**config.mk**
```make
export PLATFORM = sky130hd
export DESIGN_NAME = vbs_ctrl
export DESIGN_NICKNAME = d
export VERILOG_FILES = /design/src/rtl/vbs_pkg.sv /design/src/rtl/vbs_ctrl.sv
export SDC_FILE = /design/constraint.sdc
export NUM_CORES = 1
export LEC_CHECK = 0
export ABC_AREA = 0
export BUFFER_PORTS_ARGS = -buffer_cell sky130_fd_sc_hd__buf_2
export CAP_MARGIN = 20
export CELL_PAD_IN_SITES_DETAIL_PLACEMENT = 1
export CELL_PAD_IN_SITES_GLOBAL_PLACEMENT = 2
export CORE_MARGIN = 2
export CORE_UTILIZATION = 21
export DETAILED_ROUTE_END_ITERATION = 8
export PLACE_DENSITY_LB_ADDON = 0.08
export SETUP_SLACK_MARGIN = 0.05
export SLEW_MARGIN = 20
export SYNTH_ARGS = -nofsm -noshare
export SYNTH_HDL_FRONTEND = slang
export SYNTH_SLANG_ARGS = --single-unit
```
**constraint.sdc**
```tcl
create_clock -name clock -period 2.05 [get_ports clock]
set_input_delay 0.1025 -clock clock [delete_from_list [all_inputs] [get_ports clock]]
set_output_delay 0.1025 -clock clock [all_outputs]
set_load 0.01 [all_outputs]
```
**src/rtl/vbs_pkg.sv**
```systemverilog
package vbs_pkg;

   localparam int NUM_SAMPLES_DEF = 20;
   localparam int MAX_WIDTH_DEF   = 640;
   localparam int MAX_HEIGHT_DEF  = 480;

   localparam int PIX_W   = 8;
   localparam int ROW_W   = 9;
   localparam int COL_W   = 10;
   localparam int SLOT_W  = 5;
   localparam int DIR_W   = 3;
   localparam int MIN_W   = 5;
   localparam int DIM_W   = 13;
   localparam int REQ_W   = 48;
   localparam int RSP_W   = 8;
   localparam int PADDR_W = 4;
   localparam int PDATA_W = 32;

   localparam logic [1:0] REG_RADIUS = 2'd0;
   localparam logic [1:0] REG_MIN    = 2'd1;
   localparam logic [1:0] REG_WIDTH  = 2'd2;
   localparam logic [1:0] REG_HEIGHT = 2'd3;

   localparam logic CMD_LOAD     = 1'b0;
   localparam logic CMD_CLASSIFY = 1'b1;

   localparam logic [DIR_W-1:0] DIR_UL = 3'd0;
   localparam logic [DIR_W-1:0] DIR_U  = 3'd1;
   localparam logic [DIR_W-1:0] DIR_UR = 3'd2;
   localparam logic [DIR_W-1:0] DIR_DL = 3'd3;
   localparam logic [DIR_W-1:0] DIR_D  = 3'd4;
   localparam logic [DIR_W-1:0] DIR_DR = 3'd5;
   localparam logic [DIR_W-1:0] DIR_L  = 3'd6;
   localparam logic [DIR_W-1:0] DIR_R  = 3'd7;

   typedef struct packed {
      logic [PIX_W-1:0]  match_radius;
      logic [MIN_W-1:0]  min_matches;
      logic [COL_W-1:0]  image_width;
      logic [ROW_W-1:0]  image_height;
   } cfg_type;

   typedef struct packed {
      logic latch;
      logic calc_addr;
      logic calc_nb;
      logic load_wr;
      logic cmp;
      logic count;
      logic self_wr;
      logic nb_wr;
      logic out_set;
   } ctl_type;

   typedef struct packed {
      logic is_load;
      logic in_frame;
      logic interior;
      logic fg;
      logic self_hit;
      logic nb_hit;
   } sts_type;

endpackage

```
**src/rtl/vbs_ctrl.sv**
```systemverilog
module vbs_ctrl (
   input  logic              clock,
   input  logic              reset,
   input  logic              req_tvalid,
   output logic              req_tready,
   output logic              rsp_tvalid,
   input  logic              rsp_tready,
   input  vbs_pkg::sts_type  sts,
   output vbs_pkg::ctl_type  ctl
);
   import vbs_pkg::*;

   localparam logic [3:0] S_IDLE = 4'd0;
   localparam logic [3:0] S_ADDR = 4'd1;
   localparam logic [3:0] S_LOAD = 4'd2;
   localparam logic [3:0] S_RD   = 4'd3;
   localparam logic [3:0] S_CMP  = 4'd4;
   localparam logic [3:0] S_CNT  = 4'd5;
   localparam logic [3:0] S_SELF = 4'd6;
   localparam logic [3:0] S_NB   = 4'd7;
   localparam logic [3:0] S_DONE = 4'd8;

   logic [3:0] state_ff, state_in;
   logic       rsp_valid_ff, rsp_valid_in;
   logic       out_free;

   assign out_free   = !rsp_valid_ff || rsp_tready;
   assign req_tready = (state_ff == S_IDLE);
   assign rsp_tvalid = rsp_valid_ff;

   always_comb begin
      state_in = state_ff;
      ctl      = '0;
      case (state_ff)
         S_IDLE: begin
            if (req_tvalid) begin
               ctl.latch = 1'b1;
               state_in  = S_ADDR;
            end
         end
         S_ADDR: begin
            ctl.calc_addr = 1'b1;
            state_in      = S_LOAD;
         end
         S_LOAD: begin
            if (sts.is_load) begin
               ctl.load_wr = sts.in_frame;
               state_in    = S_DONE;
            end else if (sts.interior) begin
               state_in = S_RD;
            end else begin
               state_in = S_DONE;
            end
         end
         S_RD: begin
            ctl.calc_nb = 1'b1;
            state_in    = S_CMP;
         end
         S_CMP: begin
            ctl.cmp  = 1'b1;
            state_in = S_CNT;
         end
         S_CNT: begin
            ctl.count = 1'b1;
            state_in  = S_SELF;
         end
         S_SELF: begin
            ctl.self_wr = !sts.fg && sts.self_hit;
            state_in    = S_NB;
         end
         S_NB: begin
            ctl.nb_wr = !sts.fg && sts.nb_hit;
            state_in  = S_DONE;
         end
         S_DONE: begin
            if (out_free) begin
               ctl.out_set = 1'b1;
               state_in    = S_IDLE;
            end
         end
         default: state_in = S_IDLE;
      endcase
   end

   always_comb begin
      rsp_valid_in = rsp_valid_ff;
      if (rsp_tready) begin
         rsp_valid_in = 1'b0;
      end
      if (ctl.out_set) begin
         rsp_valid_in = 1'b1;
      end
   end

   always_ff @(posedge clock) begin
      if (reset) begin
         state_ff     <= S_IDLE;
         rsp_valid_ff <= 1'b0;
      end else begin
         state_ff     <= state_in;
         rsp_valid_ff <= rsp_valid_in;
      end
   end

   a_hold: assert property (@(posedge clock) disable iff (reset)
      rsp_valid_ff && !rsp_tready |=> rsp_valid_ff)
      else $error("result beat dropped while stalled");
   a_seq: assert property (@(posedge clock) disable iff (reset)
      req_tvalid && req_tready |=> state_ff == S_ADDR)
      else $error("accepted beat did not start work");
   a_wr: assert property (@(posedge clock) disable iff (reset)
      $onehot0({ctl.load_wr, ctl.self_wr, ctl.nb_wr}))
      else $error("two sample writes in one cycle");
   a_fgwr: assert property (@(posedge clock) disable iff (reset)
      (ctl.self_wr || ctl.nb_wr) |-> !sts.fg && !sts.is_load)
      else $error("update on foreground or load");
endmodule

```
==> out/qor.yml <==
die_w_um: 44.5
synth_warnings: 0
drt-total-wl_um: 879
worstMarginPinSlew_ns: 0.388
wl_per_cell_um: 10.6
grt_pass1_vias: 339
multiInputGateArea_um2: 205
cp_max_fo: 10
p_leak_nw: 0.221
ys_ff_latch: 5
cp_top_family: "simple AND/OR/NAND/NOR gates"
setup_viol: 0
cts_sinks: 5
critical_path_required_ns: 1.95
synth_xor_area_share_pct: 2.55
htree_levels: 1
synth-simple-area-share_pct: 41.8
final_cell_count_no_fill: 83
post_cts_resize_count: 0
antenna_found_initial: 0
clockBufferDepth: 2
critPathBufInv: 1
syn_to_final_growth_pct: 34.9
coreArea_um2: 1520
die_h_um: 44.5
synth-compound-area-share_pct: 15.3
antenna_cells: 0
skew_ns: 0.00520
synth_area_per_cell_um2: 7.32
powerDensity_nw_per_um2: 610
drive_gt1_share_pct: 40.3
synth.net_count: 57
fin_crit_ns: 1.68
port_buffers: 20
endpoint_kind: "output pin"
fin_crit_sh_pct: 82.0
synth_top_family_by_area: "simple AND/OR/NAND/NOR gates"
arrival_ns: 1.58
max_freq_mhz: 595
grt-ovfl-total: 0
vdd_drop_max_mv: 0.284
cts_hold_buf: 0
rows: 14
status: "finished, final reports clean"
clk_pin_slew_worst_paths_ns: 0.05
clk_latency_ns: 0.24
cap_violations: 0
initial_core_util_pct: 22.6
cts_setup_buffers: 0
synth_adder_area_share_pct: 0
dp_hpwl_um: 713
total_power_mw: 0.283
route.vias.total: 385
cts_buffers: 3
routabilityCongestion: 0.717
ys_seq_area_share_pct: 29.1
place_inst: 79
syn_area_um2: 344
grtUsageTotal_pct: 9.59
nets: 78
drv_slew: 0
crit_slowest_cell: "or4b_4"
cts_tree: "done"
first_iter_violations: 0
hold_path.class: "primary input to flip-flop"
hold_viol: 0
critPathKind: "flip-flop to output pin"
num-fill-cells: 201
regArea_um2: 100
cp_cell_sequence: "or4b_4, and2b_2, buf_2"
grt_start_max_net_pins: 13
synth.distinct_cells: 23
avgViaCountPerCell: 4.64
start_kind: "flip-flop"
grt_pass1_wl_um: 1440
relSlewSlack_pct: 74.1
fin_setup_tns_ns: 0
io_pins: 21
dieArea_um2: 1980
synthCells: 47
dr.pass1.iters: 1
rsz0062_at_grt: "no"
root_buffer: "clkbuf_4"
ant_nets: 0
drc: 0
max_stage_delay_ns: 0.51
synthMuxAreaShare_pct: 0
through the flow:
stage	hold WS [ns]	instance area [µm²]	setup slack [ns]	utilization (%)
2_1_floorplan	0.172	344	0.656	-
3_5_place_dp	0.352	437	0.564	28.7
5_1_grt	0.109	464	0.298	30.5
6_report	0.106	464	0.369	30.5
4_1_cts	0.0920	464	0.350	30.5
3_3_place_gp	0.349	437	0.588	28.7
where the power goes:
part	total [mW]	internal [mW]	switching (mW)
clock network	0.112	0.0706	0.0411
registers	0.115	0.103	0.0128
logic	0.0561	0.0277	0.0283
total	0.283	0.201	0.0823
sequential cells by signal (all words and copies together) (netlist names):
signal      count
state_ff        4
rsp_tvalid      1
synth_stat cells, drive strengths merged:
master / number / area (µm²)
nand2b: 3 / 18.8
dfxtp: 5 / 100
nand2: 7 / 26.3
nor4: 3 / 18.8
a2111oi: 1 / 8.76
a21o: 1 / 8.76
a211o: 1 / 8.76
or3: 1 / 6.26
nor2: 5 / 18.8
a21oi: 2 / 10.0
clkbuf: 1 / 3.75
inv: 3 / 11.3
and2b: 1 / 8.76
xnor2: 1 / 8.76
and2: 2 / 12.5
o41ai: 1 / 8.76
buf: 3 / 23.8
nor3: 4 / 20.0
or4b: 1 / 13.8
a211oi: 1 / 7.51
routing by layer:
layer	vias up	share of wire [%]	wire length (µm)	global-route usage, %
met5	-	0	0	0
met2	11	46	401	14.5
met4	0	0	0	1.82
li1	202	-	-	-
met3	0	5.5	48	2.45
met1	172	49	429	13.7
area by class of cell:
type | count | area share, %
flip-flops and latches | 5 | 21.6
well taps | 16 | 4.31
clock inverters | 1 | 1.08
repair buffers | 20 | 21.6
multi-input cells | 35 | 44.2
inverters | 3 | 2.43
clock buffers | 3 | 4.85
final timing paths:
kind	startpoint	to	slack (ns)	depth (start not counted)
worst max-delay path	state_ff[3]	ctl[0]	0.37	3
worst min-delay path	reset	state_ff[2]	0.11	2
worst max register to register	state_ff[3]	state_ff[3]	0.56	3
worst min register to register	rsp_tvalid	rsp_tvalid	0.51	2
cells in the final DEF (no fill, tap or decap), drive strengths merged:
cell and count:
inv 3, and2b 1, nor3 4, or3 1, nand2b 3, a211o 1, xnor2 1, a211oi 1
nand2 7, a21o 1, a21oi 2, o41ai 1, and2 2, dfxtp 5, clkinv 1, buf 20
nor4 3, or4b 1, clkbuf 3, a2111oi 1, nor2 5
kinds of logic after synthesis:
kind of cell | after synthesis
simple gates | 27
compound gates | 7
buf+inv | 7
flops | 5
xor+xnor | 1
No activity file was read; power rests on OpenSTA's default activity.
