### src/rtl/vbs_pkg.sv
package vbs_pkg;

   localparam int NUM_SAMPLES_DEF = 20;
   localparam int MAX_WIDTH_DEF   = 640;
   localparam int MAX_HEIGHT_DEF  = 480;

   localparam int PIX_W   = 8;
   localparam int ROW_W   = 9;
   localparam int COL_W   = 10;
   localparam int SLOT_W  = 5;
   localparam int DIR_W   = 3;
   localparam int MIN_W   = 5;
   localparam int DIM_W   = 13;
   localparam int REQ_W   = 48;
   localparam int RSP_W   = 8;
   localparam int PADDR_W = 4;
   localparam int PDATA_W = 32;

   localparam logic [1:0] REG_RADIUS = 2'd0;
   localparam logic [1:0] REG_MIN    = 2'd1;
   localparam logic [1:0] REG_WIDTH  = 2'd2;
   localparam logic [1:0] REG_HEIGHT = 2'd3;

   localparam logic CMD_LOAD     = 1'b0;
   localparam logic CMD_CLASSIFY = 1'b1;

   localparam logic [DIR_W-1:0] DIR_UL = 3'd0;
   localparam logic [DIR_W-1:0] DIR_U  = 3'd1;
   localparam logic [DIR_W-1:0] DIR_UR = 3'd2;
   localparam logic [DIR_W-1:0] DIR_DL = 3'd3;
   localparam logic [DIR_W-1:0] DIR_D  = 3'd4;
   localparam logic [DIR_W-1:0] DIR_DR = 3'd5;
   localparam logic [DIR_W-1:0] DIR_L  = 3'd6;
   localparam logic [DIR_W-1:0] DIR_R  = 3'd7;

   typedef struct packed {
      logic [PIX_W-1:0]  match_radius;
      logic [MIN_W-1:0]  min_matches;
      logic [COL_W-1:0]  image_width;
      logic [ROW_W-1:0]  image_height;
   } cfg_type;

   typedef struct packed {
      logic latch;
      logic calc_addr;
      logic calc_nb;
      logic load_wr;
      logic cmp;
      logic count;
      logic self_wr;
      logic nb_wr;
      logic out_set;
   } ctl_type;

   typedef struct packed {
      logic is_load;
      logic in_frame;
      logic interior;
      logic fg;
      logic self_hit;
      logic nb_hit;
   } sts_type;

endpackage

### src/rtl/vbs_csr.sv
module vbs_csr (
   input  logic                         clock,
   input  logic                         reset,
   input  logic                         csr_psel,
   input  logic                         csr_penable,
   input  logic                         csr_pwrite,
   input  logic [vbs_pkg::PADDR_W-1:0]  csr_paddr,
   input  logic [vbs_pkg::PDATA_W-1:0]  csr_pwdata,
   output logic [vbs_pkg::PDATA_W-1:0]  csr_prdata,
   output logic                         csr_pready,
   output vbs_pkg::cfg_type             cfg
);
   import vbs_pkg::*;

   cfg_type    cfg_ff, cfg_in;
   logic       wr;
   logic [1:0] idx;

   assign wr  = csr_psel && csr_penable && csr_pwrite;
   assign idx = csr_paddr[3:2];

   always_comb begin
      cfg_in = cfg_ff;
      if (wr) begin
         case (idx)
            REG_RADIUS: cfg_in.match_radius = csr_pwdata[PIX_W-1:0];
            REG_MIN:    cfg_in.min_matches  = csr_pwdata[MIN_W-1:0];
            REG_WIDTH:  cfg_in.image_width  = csr_pwdata[COL_W-1:0];
            REG_HEIGHT: cfg_in.image_height = csr_pwdata[ROW_W-1:0];
            default:    cfg_in = cfg_ff;
         endcase
      end
   end

   always_ff @(posedge clock) begin
      if (reset) begin
         cfg_ff.match_radius <= PIX_W'(20);
         cfg_ff.min_matches  <= MIN_W'(2);
         cfg_ff.image_width  <= COL_W'(640);
         cfg_ff.image_height <= ROW_W'(480);
      end else begin
         cfg_ff <= cfg_in;
      end
   end

   always_comb begin
      case (idx)
         REG_RADIUS: csr_prdata = PDATA_W'(cfg_ff.match_radius);
         REG_MIN:    csr_prdata = PDATA_W'(cfg_ff.min_matches);
         REG_WIDTH:  csr_prdata = PDATA_W'(cfg_ff.image_width);
         REG_HEIGHT: csr_prdata = PDATA_W'(cfg_ff.image_height);
         default:    csr_prdata = '0;
      endcase
   end

   assign csr_pready = 1'b1;
   assign cfg        = cfg_ff;
endmodule

### config.mk
export PLATFORM = sky130hd
export DESIGN_NAME = vbs_csr
export DESIGN_NICKNAME = d
export VERILOG_FILES = /design/src/rtl/vbs_pkg.sv /design/src/rtl/vbs_csr.sv
export SDC_FILE = /design/constraint.sdc
export NUM_CORES = 1
export LEC_CHECK = 0
export ABC_AREA = 1
export BUFFER_PORTS_ARGS = -buffer_cell sky130_fd_sc_hd__buf_4
export CORE_ASPECT_RATIO = 1.5
export CORE_MARGIN = 4
export CORE_UTILIZATION = 35
export DETAILED_ROUTE_END_ITERATION = 16
export GPL_TIMING_DRIVEN = 0
export PLACE_DENSITY_LB_ADDON = 0.05
export SYNTH_ARGS = -nofsm -noshare
export SYNTH_HDL_FRONTEND = slang
export SYNTH_SLANG_ARGS = --single-unit
### constraint.sdc
create_clock -name clock -period 0.9 [get_ports clock]
set_input_delay 0.045 -clock clock [delete_from_list [all_inputs] [get_ports clock]]
set_output_delay 0.045 -clock clock [all_outputs]
set_load 0.02 [all_outputs]
==> results of run 1 <==
## through the flow
| stage | area (µm²) | utilization (%) | total power, W |
|---|---|---|---|
| 6_report | 2830 | 61.7 | 0.00326 |
| 5_1_grt | 2830 | 61.7 | 0.00343 |
| 4_1_cts | 2680 | 58.6 | 0.00327 |
| 3_5_place_dp | 2280 | 49.8 | 0.00217 |
| 3_3_place_gp | 2280 | 49.8 | 0.00216 |
| 2_1_floorplan | 1770 | - | 0.00194 |
## repair_timing
item                                    in CTS  in global routing
pin swaps                                    8                  4
hold buffers                                 7                  0
endpoints found under the hold margin        8                  0
endpoints found under the setup margin      11                 25
buffers inserted                            16                  6
gates resized for setup                     57                 31
## kinds of logic (layout without fill, tap and decap cells)
logic type | after synthesis | in the layout | synth area share, %
AO/OA/AOI/OAI | 2 | 2 | 0.816
AND/OR/NAND/NOR | 173 | 173 | 44.1
flip-flops | 32 | 32 | 38.0
other | 2 | 23 | 0.445
buffers and inverters | 46 | 139 | 16.6
## worst max-delay path by stage
| stage | startpoint | end | slack (ns) | cells after the start |
|---|---|---|---|---|
| global placement | csr_paddr[3] | csr_prdata[1] | -0.33 | 6 |
| global route | cfg[2] | csr_prdata[2] | -0.12 | 3 |
| finish | cfg[8] | csr_prdata[8] | -0.09 | 2 |
| CTS | cfg[8] | csr_prdata[8] | -0.09 | 2 |
| detailed placement | csr_paddr[3] | csr_prdata[1] | -0.31 | 6 |
| floorplan | cfg[18] | csr_prdata[9] | 0.06 | 2 |
## power by group
group / total [W] / internal [W] / switching (W)
logic: 0.000773 / 0.000342 / 0.000431
clock network: 0.00101 / 0.000525 / 0.000489
registers: 0.00148 / 0.00145 / 0.0000254
total: 0.00326 / 0.00232 / 0.000945
## metal layers
metal  vias up  global-route usage [%]  share of wire, %
met3         8                    3.97               5.9
met4         0                    6.35               1.7
met2        66                    34.2                55
met1       824                    19.0                37
li1        974                       -                 -
met5         -                       0                 0
## worst max-delay path: stages (launching register included)
cell                      delay (ns)
sky130_fd_sc_hd__dfxtp_2        0.32
sky130_fd_sc_hd__a22o_1         0.21
sky130_fd_sc_hd__buf_6          0.13
## final cells by class
type	instances	area, µm²	area share (%)
multi-input combinational	198	890	31.5
timing repair buffer	87	825	29.2
sequential	32	679	24.0
buffer	30	216	7.66
tap	64	80.1	2.83
clock buffer	6	72.6	2.57
inverter	15	58.8	2.08
clock inverter	1	5.00	0.177
## cells in the final DEF, fill, tap and decap left out, types with 4 or more instances in the layout
cell type / synthesis / final
sky130_fd_sc_hd__dlygate4sd3_1: 0 / 7
sky130_fd_sc_hd__buf_4: 24 / 62
sky130_fd_sc_hd__conb_1: 2 / 23
sky130_fd_sc_hd__nand2_1: 76 / 69
sky130_fd_sc_hd__dfxtp_2: 0 / 31
sky130_fd_sc_hd__clkbuf_8: 0 / 5
sky130_fd_sc_hd__nand2_2: 1 / 8
sky130_fd_sc_hd__nand3_2: 1 / 4
sky130_fd_sc_hd__buf_6: 2 / 43
sky130_fd_sc_hd__nor2_1: 49 / 48
sky130_fd_sc_hd__nand3_1: 35 / 32
sky130_fd_sc_hd__nor2_4: 3 / 5
sky130_fd_sc_hd__inv_1: 13 / 12
sky130_fd_sc_hd__nand4_1: 5 / 5
==> parameters.txt, run 1 <==
Parameter                              Value

Drt
  Number of violations reported at the end of detailed-routing iteration 0    53
  Routed len/inst    roughly 12 µm
  DRT Pass-1 Iters    4
  Detail Route Antenna Nets    0
  Vias per Instance    between 4 and 5
  Total DRC errors in the routed layout    0
  Total wirelength of the detailed-routed design    approximately 5400 µm
  Total via count in the routed design    approximately 1900

GRT
  Initial antenna violation count    0
  GRT Total Usage    between 10% and 20%
  Aggregate global routing overflow    0
  Vias in the first global route    between 1500 and 2000
  Pin count of the biggest net entering global routing    16
  Global-route wire length before repair    8330 µm

Die
  Floorplan row count    30
  Floorplan die area    0.00602 mm²
  Number of top-level pins    106
  Die height    around 93 µm
  Initial standard-cell utilization of the core    a little under two fifths
  Placeable Area    approximately 0.0046 mm²
  Horiz. Die Dim    approximately 65 µm

Placement
  Final estimated routing congestion in global placement    0.817
  Cell count after placement    about 400
  Port Buffers    58
  Post-Place Worst Slack    -0.308 ns
  DP HPWL    ~3700 µm

Timing
  Accumulated negative setup slack    -0.521 ns
  Fin. Hold Viols    0
  Final worst clock skew    0 ns
  Worst-case headroom to the max-slew limit    62.1%
  Worst hold slack across all endpoints    slightly above 0.02 ns
  Shortest clock period the worst path allows after layout    0.987 ns
  Final setup vio count    10
  Setup repair after global routing missed its margin    yes
  F_max    1010 MHz
  Worst path setup slack after routing    -0.0875 ns
  Worst Tran Pin Value    0.568 ns
  Slew Viols, Final    0
  Period utilisation layout    110%

Synth
  Share of synthesized flip-flops with an asynchronous set or reset    0%
  Count of different cell masters after synthesis    19
  Total of flip-flops plus latches after synthesis    32
  Fraction of the yosys area taken by sequential cells    38.0%
  Fraction of post-synthesis cell area in the top cell type by area    a little under two fifths
  Warnings, synthesis    0
  Number of flops mapped to enable cells by yosys    0
  Mean post-synth cell area    approximately 6.6 µm²
  Most frequent cell after synthesis    sky130_fd_sc_hd__nand2_1
  Leading post-synthesis cells by cell area    sky130_fd_sc_hd__dfxtp_1 (38%), sky130_fd_sc_hd__nand2_1 (17%), sky130_fd_sc_hd__nor2_1 (11%)
  Top cells by instance count after synthesis    sky130_fd_sc_hd__nand2_1 (76), sky130_fd_sc_hd__nor2_1 (49), sky130_fd_sc_hd__nand3_1 (35)
  Cell taking the most area after synthesis    sky130_fd_sc_hd__dfxtp_1
  Gate count of the mapped netlist    255
  Mapped cell area    approximately 0.0017 mm²
  Most used flip-flop cell after synthesis    sky130_fd_sc_hd__dfxtp_1

Worst setup path
  Critical setup path kind    reg -> out
  Launching point of the worst reg2reg path    cfg[8]
  Type of destination of the critical path    primary output
  Setup slack on the worst flop-to-flop path    between 0.1 and 0.15 ns
  Arrival time at the worst endpoint    about 0.94 ns
  Nature of the critical path startpoint    flip-flop
  Worst Reg-to-Reg Cells    4
  CP required    ~0.85 ns
  Critical path peak fanout    2
  Reg-to-Reg End    cfg[8]

Layout
  Share of layout cells above drive strength 1    between 40% and 50%
  Flip-flop count of the largest register after layout    32
  # diodes    0
  Number of nets in the final layout    ~400
  Non-Filler Instances    around 430
  Fillers    roughly 480
  Area delta synth->final    67.6%

Clock tree
  Root buf cell    sky130_fd_sc_hd__clkbuf_8
  Clock tree from TritonCTS    yes
  H-tree depth    2
  Number of buffers inserted during clock tree synthesis    5
  Worst-Skew Late Latency    between 0.2 and 0.3 ns
  Clock net sink count    32
  Clock input transition at the sequential cells of the worst setup and hold paths    approximately 0.070 ns
  Largest buffer count on any clock path    2

Run status
  Violations in the final reports    setup timing
  Result of the run    complete, but fails checks

Flow run
  Max_cap viols    0

Hold path
  Endpoint of the worst hold path    cfg[5]
  Hold path start    csr_pwdata[5]
  Classification of the worst-slack hold path    in -> reg
  Hold Crit Depth    3

Pwr
  Maximum resistive drop on vdd    0.970 mV
  Power density over the cells    about 1200 mW/mm²
  Leakage power total    ~1.4 nW
Note: power is estimated with default switching activity, not from simulation.
==> run 2: changes to the inputs <==
MAX_ROUTING_LAYER = met4   (was default)
==> parameters.txt, run 2 (synthesized netlist as in run 1, its figures left out) <==
Parameter                              Value

Run status
  Result of the run    complete, but fails checks
  Violations in the final reports    setup timing

Layout
  Most common cell after layout, fill and taps aside    sky130_fd_sc_hd__nand2_1
  Footprint of the flip-flops and latches    679 µm² (unchanged)
  # diodes    0 (unchanged)
  Commonest non-fill, non-tap cells in the layout    sky130_fd_sc_hd__nand2_1 (69), sky130_fd_sc_hd__buf_4 (62), sky130_fd_sc_hd__nor2_1 (48)
  Share of layout cells above drive strength 1    45.0% (unchanged)
  Flip-flop count of the largest register after layout    32 (unchanged)
  Fillers    478 (unchanged)
  Number of nets in the final layout    410 (unchanged)
  Non-Filler Instances    433 (unchanged)
  Multi-input logic area    890 µm² (unchanged)
  Final Instance Area    0.00283 mm² (unchanged)
  Area delta synth->final    67.6% (unchanged)

Timing
  Shortest clock period the worst path allows after layout    0.988 ns (+0.000385 ns)
  Final worst clock skew    0 ns (unchanged)
  Fin. Hold Viols    0 (unchanged)
  F_max    1010 MHz (about the same)
  Final setup vio count    10 (unchanged)
  Period utilisation layout    110% (about the same)
  Slew Viols, Final    0 (unchanged)
  Worst hold slack across all endpoints    0.0202 ns (-0.000475 ns)
  Worst Tran Pin Value    0.558 ns (-0.0100 ns)
  Worst path setup slack after routing    -0.0879 ns (-0.000384 ns)
  Worst-case headroom to the max-slew limit    62.8% (+0.67 points)
  Setup repair after global routing missed its margin    yes

Pwr
  Power density over the cells    1160 mW/mm² (about the same)
  Maximum resistive drop on vdd    0.970 mV (about the same)
  Comb pwr share    23.7% (about the same)
  Total power consumption of the routed design    0.00326 W (about the same)
  Fraction of power consumed by the clock network    31.0% (about the same)
  Leakage power total    1.42 nW (unchanged)
  Register share of total power    45.3% (about the same)
  Switching Power    0.000945 W (about the same)
  Switching power share of the total    28.9% (about the same)
  Internal Dissipation    0.00232 W (about the same)

Drt
  Total DRC errors in the routed layout    0 (unchanged)
  Number of violations reported at the end of detailed-routing iteration 0    47 (-11%)
  Detail Route Antenna Nets    0 (unchanged)
  Vias per Instance    4.33 (+0.27%)
  Total via count in the routed design    1877 (+0.27%)
  DRT Pass-1 Iters    4 (unchanged)
  Routed len/inst    12.4 µm (-0.19%)
  Total wirelength of the detailed-routed design    5350 µm (-0.19%)

Die
  Floorplan row count    30 (unchanged)
  Number of top-level pins    106 (unchanged)
  Floorplan die area    0.00602 mm² (unchanged)
  Initial standard-cell utilization of the core    36.8% (unchanged)
  Horiz. Die Dim    64.7 µm (unchanged)
  Die height    93.0 µm (unchanged)
  Placeable Area    0.00458 mm² (unchanged)

Clock tree
  Worst-Skew Late Latency    0.27 ns (about the same)
  Number of buffers inserted during clock tree synthesis    5 (unchanged)
  Largest buffer count on any clock path    2 (unchanged)
  Root buf cell    sky130_fd_sc_hd__clkbuf_8
  H-tree depth    2 (unchanged)
  Clock tree from TritonCTS    yes
  Clock input transition at the sequential cells of the worst setup and hold paths    0.07 ns (about the same)
  Clock net sink count    32 (unchanged)

GRT
  Aggregate global routing overflow    0 (unchanged)
  Pin count of the biggest net entering global routing    16 (unchanged)
  Initial antenna violation count    0 (unchanged)
  GRT Total Usage    18.5% (+0.46 points)
  Global-route wire length before repair    8320 µm (about the same)
  Vias in the first global route    1785 (-0.34%)

Worst setup path
  Critical setup path kind    reg -> out
  Critical path peak fanout    2 (unchanged)
  Type of destination of the critical path    primary output
  Arrival time at the worst endpoint    0.94 ns (about the same)
  CP required    0.85 ns (about the same)
  Nature of the critical path startpoint    flip-flop

Placement
  DP HPWL    3740 µm (unchanged)
  Cell count after placement    398 (unchanged)
  Post-placement cell area    0.00228 mm² (unchanged)
  Final estimated routing congestion in global placement    0.830 (+1.5%)
  Port Buffers    58 (unchanged)

Hold path
  Classification of the worst-slack hold path    in -> reg

Flow run
  Max_cap viols    0 (unchanged)
-- run 2: stage by stage --
step,worst slack (ns),util [%],setup TNS (ns)
floorplan,0.0572,-,0
global placement,-0.327,49.8,-6.29
detailed placement,-0.308,49.8,-6.50
CTS,-0.0857,58.6,-0.569
global route,-0.124,61.7,-1.05
finish,-0.0879,61.7,-0.524
-- run 2: critical path, stage by stage (launching register included) --
cell                      delay (ns)
sky130_fd_sc_hd__dfxtp_2        0.32
sky130_fd_sc_hd__a22o_1         0.21
sky130_fd_sc_hd__buf_6          0.13
-- run 2: area by class of cell --
| cell class | count | area share [%] |
|---|---|---|
| multi-input cells | 198 | 31.5 |
| repair buffers | 87 | 29.2 |
| flip-flops and latches | 32 | 24.0 |
| plain buffers | 30 | 7.66 |
| well taps | 64 | 2.83 |
| clock buffers | 6 | 2.57 |
| inverters | 15 | 2.08 |
| clock inverters | 1 | 0.177 |
-- run 2: what timing repair did --
item / 4_1_cts / 5_1_grt
hold buffers: 7 / 0
gates cloned: 0 / 0
endpoints found under the setup margin: 11 / 25
resized for setup: 57 / 31
endpoints found under the hold margin: 8 / 0
pin swaps: 8 / 4
setup buffers: 16 / 6
-- run 2: metal layers --
layer  up-vias  GRT usage, %  share of wire (%)
li1        973             -                  -
met5         -             -                  0
met1       824          19.0                 37
met4         0          6.35                1.6
met2        72          34.1                 56
met3         8          3.97                5.8
-- run 2: final timing paths --
kind            startpoint            end  slack (ns)  cells past startpoint
max                 cfg[8]  csr_prdata[8]       -0.09                      2
min          csr_pwdata[5]         cfg[5]        0.02                      3
max reg2reg         cfg[8]         cfg[8]        0.11                      4
min reg2reg         cfg[6]         cfg[6]        0.46                      2
-- run 2: power groups by stage --
stage	combinational [W]	clock [W]	sequential, W
after floorplan	0.000400	0	0.00154
after global placement	0.000661	0	0.00150
after detailed placement	0.000662	0	0.00150
after CTS	0.000744	0.00105	0.00147
after global routing	0.000834	0.00111	0.00148
final	0.000772	0.00101	0.00148
==> run 3: changes to the inputs <==
PLACE_DENSITY = 0.73   (was default)
PLACE_DENSITY_LB_ADDON = default   (was 0.05)
SETUP_SLACK_MARGIN = 0.15   (was default)
==> parameters.txt, run 3 (synthesized netlist as in run 1, its figures left out) <==
Parameter                              Value

Clock tree
  Clock net sink count    32 (unchanged)
  Root buf cell    sky130_fd_sc_hd__clkbuf_8
  Number of buffers inserted during clock tree synthesis    5 (unchanged)
  Largest buffer count on any clock path    2 (unchanged)
  Worst-Skew Late Latency    0.29 ns (+0.02 ns)
  Clock tree from TritonCTS    yes
  H-tree depth    2 (unchanged)
  Clock input transition at the sequential cells of the worst setup and hold paths    0.07 ns (about the same)

GRT
  Pin count of the biggest net entering global routing    11 (-5)
  Vias in the first global route    1901 (+6.5%)
  Global-route wire length before repair    8850 µm (+6.3%)
  Aggregate global routing overflow    0 (unchanged)
  GRT Total Usage    19.6% (+1.2 points)
  Initial antenna violation count    0 (unchanged)

Run status
  Violations in the final reports    setup timing
  Result of the run    complete, but fails checks

Hold path
  Classification of the worst-slack hold path    in -> reg

Placement
  DP HPWL    3830 µm (+2.2%)
  Final estimated routing congestion in global placement    0.872 (+5.1%)
  Port Buffers    58 (unchanged)
  Post-placement cell area    0.00231 mm² (+1.4%)

Drt
  Vias per Instance    4.61 (+6.4%)
  Routed len/inst    13.5 µm (+9.5%)
  Total via count in the routed design    2071 (+10%)
  Total wirelength of the detailed-routed design    6070 µm (+14%)
  Detail Route Antenna Nets    0 (unchanged)
  Number of violations reported at the end of detailed-routing iteration 0    84 (+79%)
  Total DRC errors in the routed layout    0 (unchanged)
  DRT Pass-1 Iters    4 (unchanged)

Timing
  Final setup vio count    17 (+7)
  Period utilisation layout    116% (+6.2 points)
  Setup repair after global routing missed its margin    yes
  F_max    958 MHz (-5.4%)
  Accumulated negative setup slack    -1.03 ns (-0.505 ns)
  Final worst clock skew    0 ns (unchanged)
  Shortest clock period the worst path allows after layout    1.04 ns (+0.0561 ns)
  Slew Viols, Final    0 (unchanged)
  Fin. Hold Viols    0 (unchanged)
  Worst path setup slack after routing    -0.144 ns (-0.0561 ns)

Layout
  Number of nets in the final layout    425 (+3.7%)
  # diodes    0 (unchanged)
  Most common cell after layout, fill and taps aside    sky130_fd_sc_hd__buf_6
  Final Instance Area    0.00315 mm² (+11%)
  Commonest non-fill, non-tap cells in the layout    sky130_fd_sc_hd__buf_6 (68), sky130_fd_sc_hd__nand2_1 (61), sky130_fd_sc_hd__buf_4 (50)
  Area delta synth->final    86.6%
  Flip-flop count of the largest register after layout    32 (unchanged)
  Share of layout cells above drive strength 1    52.7% (+7.7 points)

Pwr
  Internal Dissipation    0.00246 W (+5.9%)
  Power density over the cells    1110 mW/mm² (-3.8%)
  Fraction of power consumed by the clock network    33.0% (+2.0 points)
  Switching Power    0.00104 W (+10%)
  Leakage power total    1.56 nW (+10%)
  Comb pwr share    24.6% (+0.9 points)
  Switching power share of the total    29.7% (+0.79 points)
  Maximum resistive drop on vdd    0.860 mV (-11%)
  Register share of total power    42.4% (-2.9 points)

Worst setup path
  CP required    0.85 ns (about the same)
  Type of destination of the critical path    primary output
  Nature of the critical path startpoint    flip-flop
  Arrival time at the worst endpoint    1.00 ns (+0.06 ns)
  Critical path peak fanout    2 (unchanged)
  Critical setup path kind    reg -> out

Die
  Number of top-level pins    106 (unchanged)
  Placeable Area    0.00458 mm² (unchanged)
  Die height    93.0 µm (unchanged)
  Horiz. Die Dim    64.7 µm (unchanged)
  Floorplan row count    30 (unchanged)
  Floorplan die area    0.00602 mm² (unchanged)
  Initial standard-cell utilization of the core    36.8% (unchanged)

Flow run
  Max_cap viols    0 (unchanged)
-- run 3: cell types whose count changed in the layout (fill, tap and decap cells not counted), moves of 5 or more --
cell / before / now
sky130_fd_sc_hd__nor2_1: 48 / 41
sky130_fd_sc_hd__nand2_2: 8 / 16
sky130_fd_sc_hd__nor2_4: 5 / 10
sky130_fd_sc_hd__buf_6: 43 / 68
sky130_fd_sc_hd__buf_4: 62 / 50
sky130_fd_sc_hd__nand2_1: 69 / 61
-- run 3: final cells by class --
| type | count | area, µm² |
|---|---|---|
| fillers | 395 | 1430 |
| repair buffers | 101 | 1030 |
| multi-input cells | 198 | 970 |
| flip-flops and latches | 32 | 681 |
| plain buffers | 31 | 233 |
| clock buffers | 6 | 82.6 |
| well taps | 64 | 80.1 |
| inverters | 15 | 56.3 |
| clock inverters | 2 | 10.0 |
-- run 3: final timing paths --
check,startpoint,endpoint,depth (start not counted),slack [ns]
worst min-delay path,reset,cfg[21],4,0.05
worst min register to register,cfg[26],cfg[26],2,0.48
worst max-delay path,cfg[21],csr_prdata[2],3,-0.14
worst max register to register,cfg[22],cfg[22],4,0.10
-- run 3: metal layers --
| layer | track usage (%) | vias up | wire (µm) |
|---|---|---|---|
| met5 | - | - | 0 |
| met2 | 34.8 | 105 | 3300 |
| li1 | - | 1008 | - |
| met3 | 3.85 | 16 | 430 |
| met1 | 21.4 | 942 | 2160 |
| met4 | 7.58 | 0 | 180 |
-- run 3: what timing repair did --
action | CTS | global route
setup buffers | 25 | 10
gates resized for setup | 90 | 36
hold buffers | 8 | 0
pin swaps | 20 | 18
endpoints found under the hold margin | 9 | 0
endpoints found under the setup margin | 42 | 69
-- run 3: critical path: stages, from the launching register on --
cell and delay, ns:
sky130_fd_sc_hd__dfxtp_2 0.34, sky130_fd_sc_hd__nand2_2 0.06, sky130_fd_sc_hd__nand4_1 0.13, sky130_fd_sc_hd__buf_4 0.18
-- run 3: power by group through the flow --
stage / logic [W] / registers [W] / clock network, W
floorplan: 0.000408 / 0.00154 / 0
global placement: 0.000658 / 0.00151 / 0
detailed placement: 0.000663 / 0.00151 / 0
CTS: 0.000791 / 0.00148 / 0.00117
global route: 0.000919 / 0.00148 / 0.00123
finish: 0.000860 / 0.00148 / 0.00115
-- run 3: per-stage QoR --
stage | hold slack [ns] | cells | util (%) | total power, W | setup slack [ns]
global route | 0.0798 | 449 | 68.7 | 0.00363 | -0.170
CTS | 0.0187 | 439 | 64.3 | 0.00344 | -0.122
floorplan | 0.171 | 276 | - | 0.00195 | 0.148
global placement | 0.265 | 398 | 50.5 | 0.00216 | -0.109
finish | 0.0470 | 449 | 68.7 | 0.00350 | -0.144
detailed placement | 0.275 | 398 | 50.5 | 0.00217 | -0.121
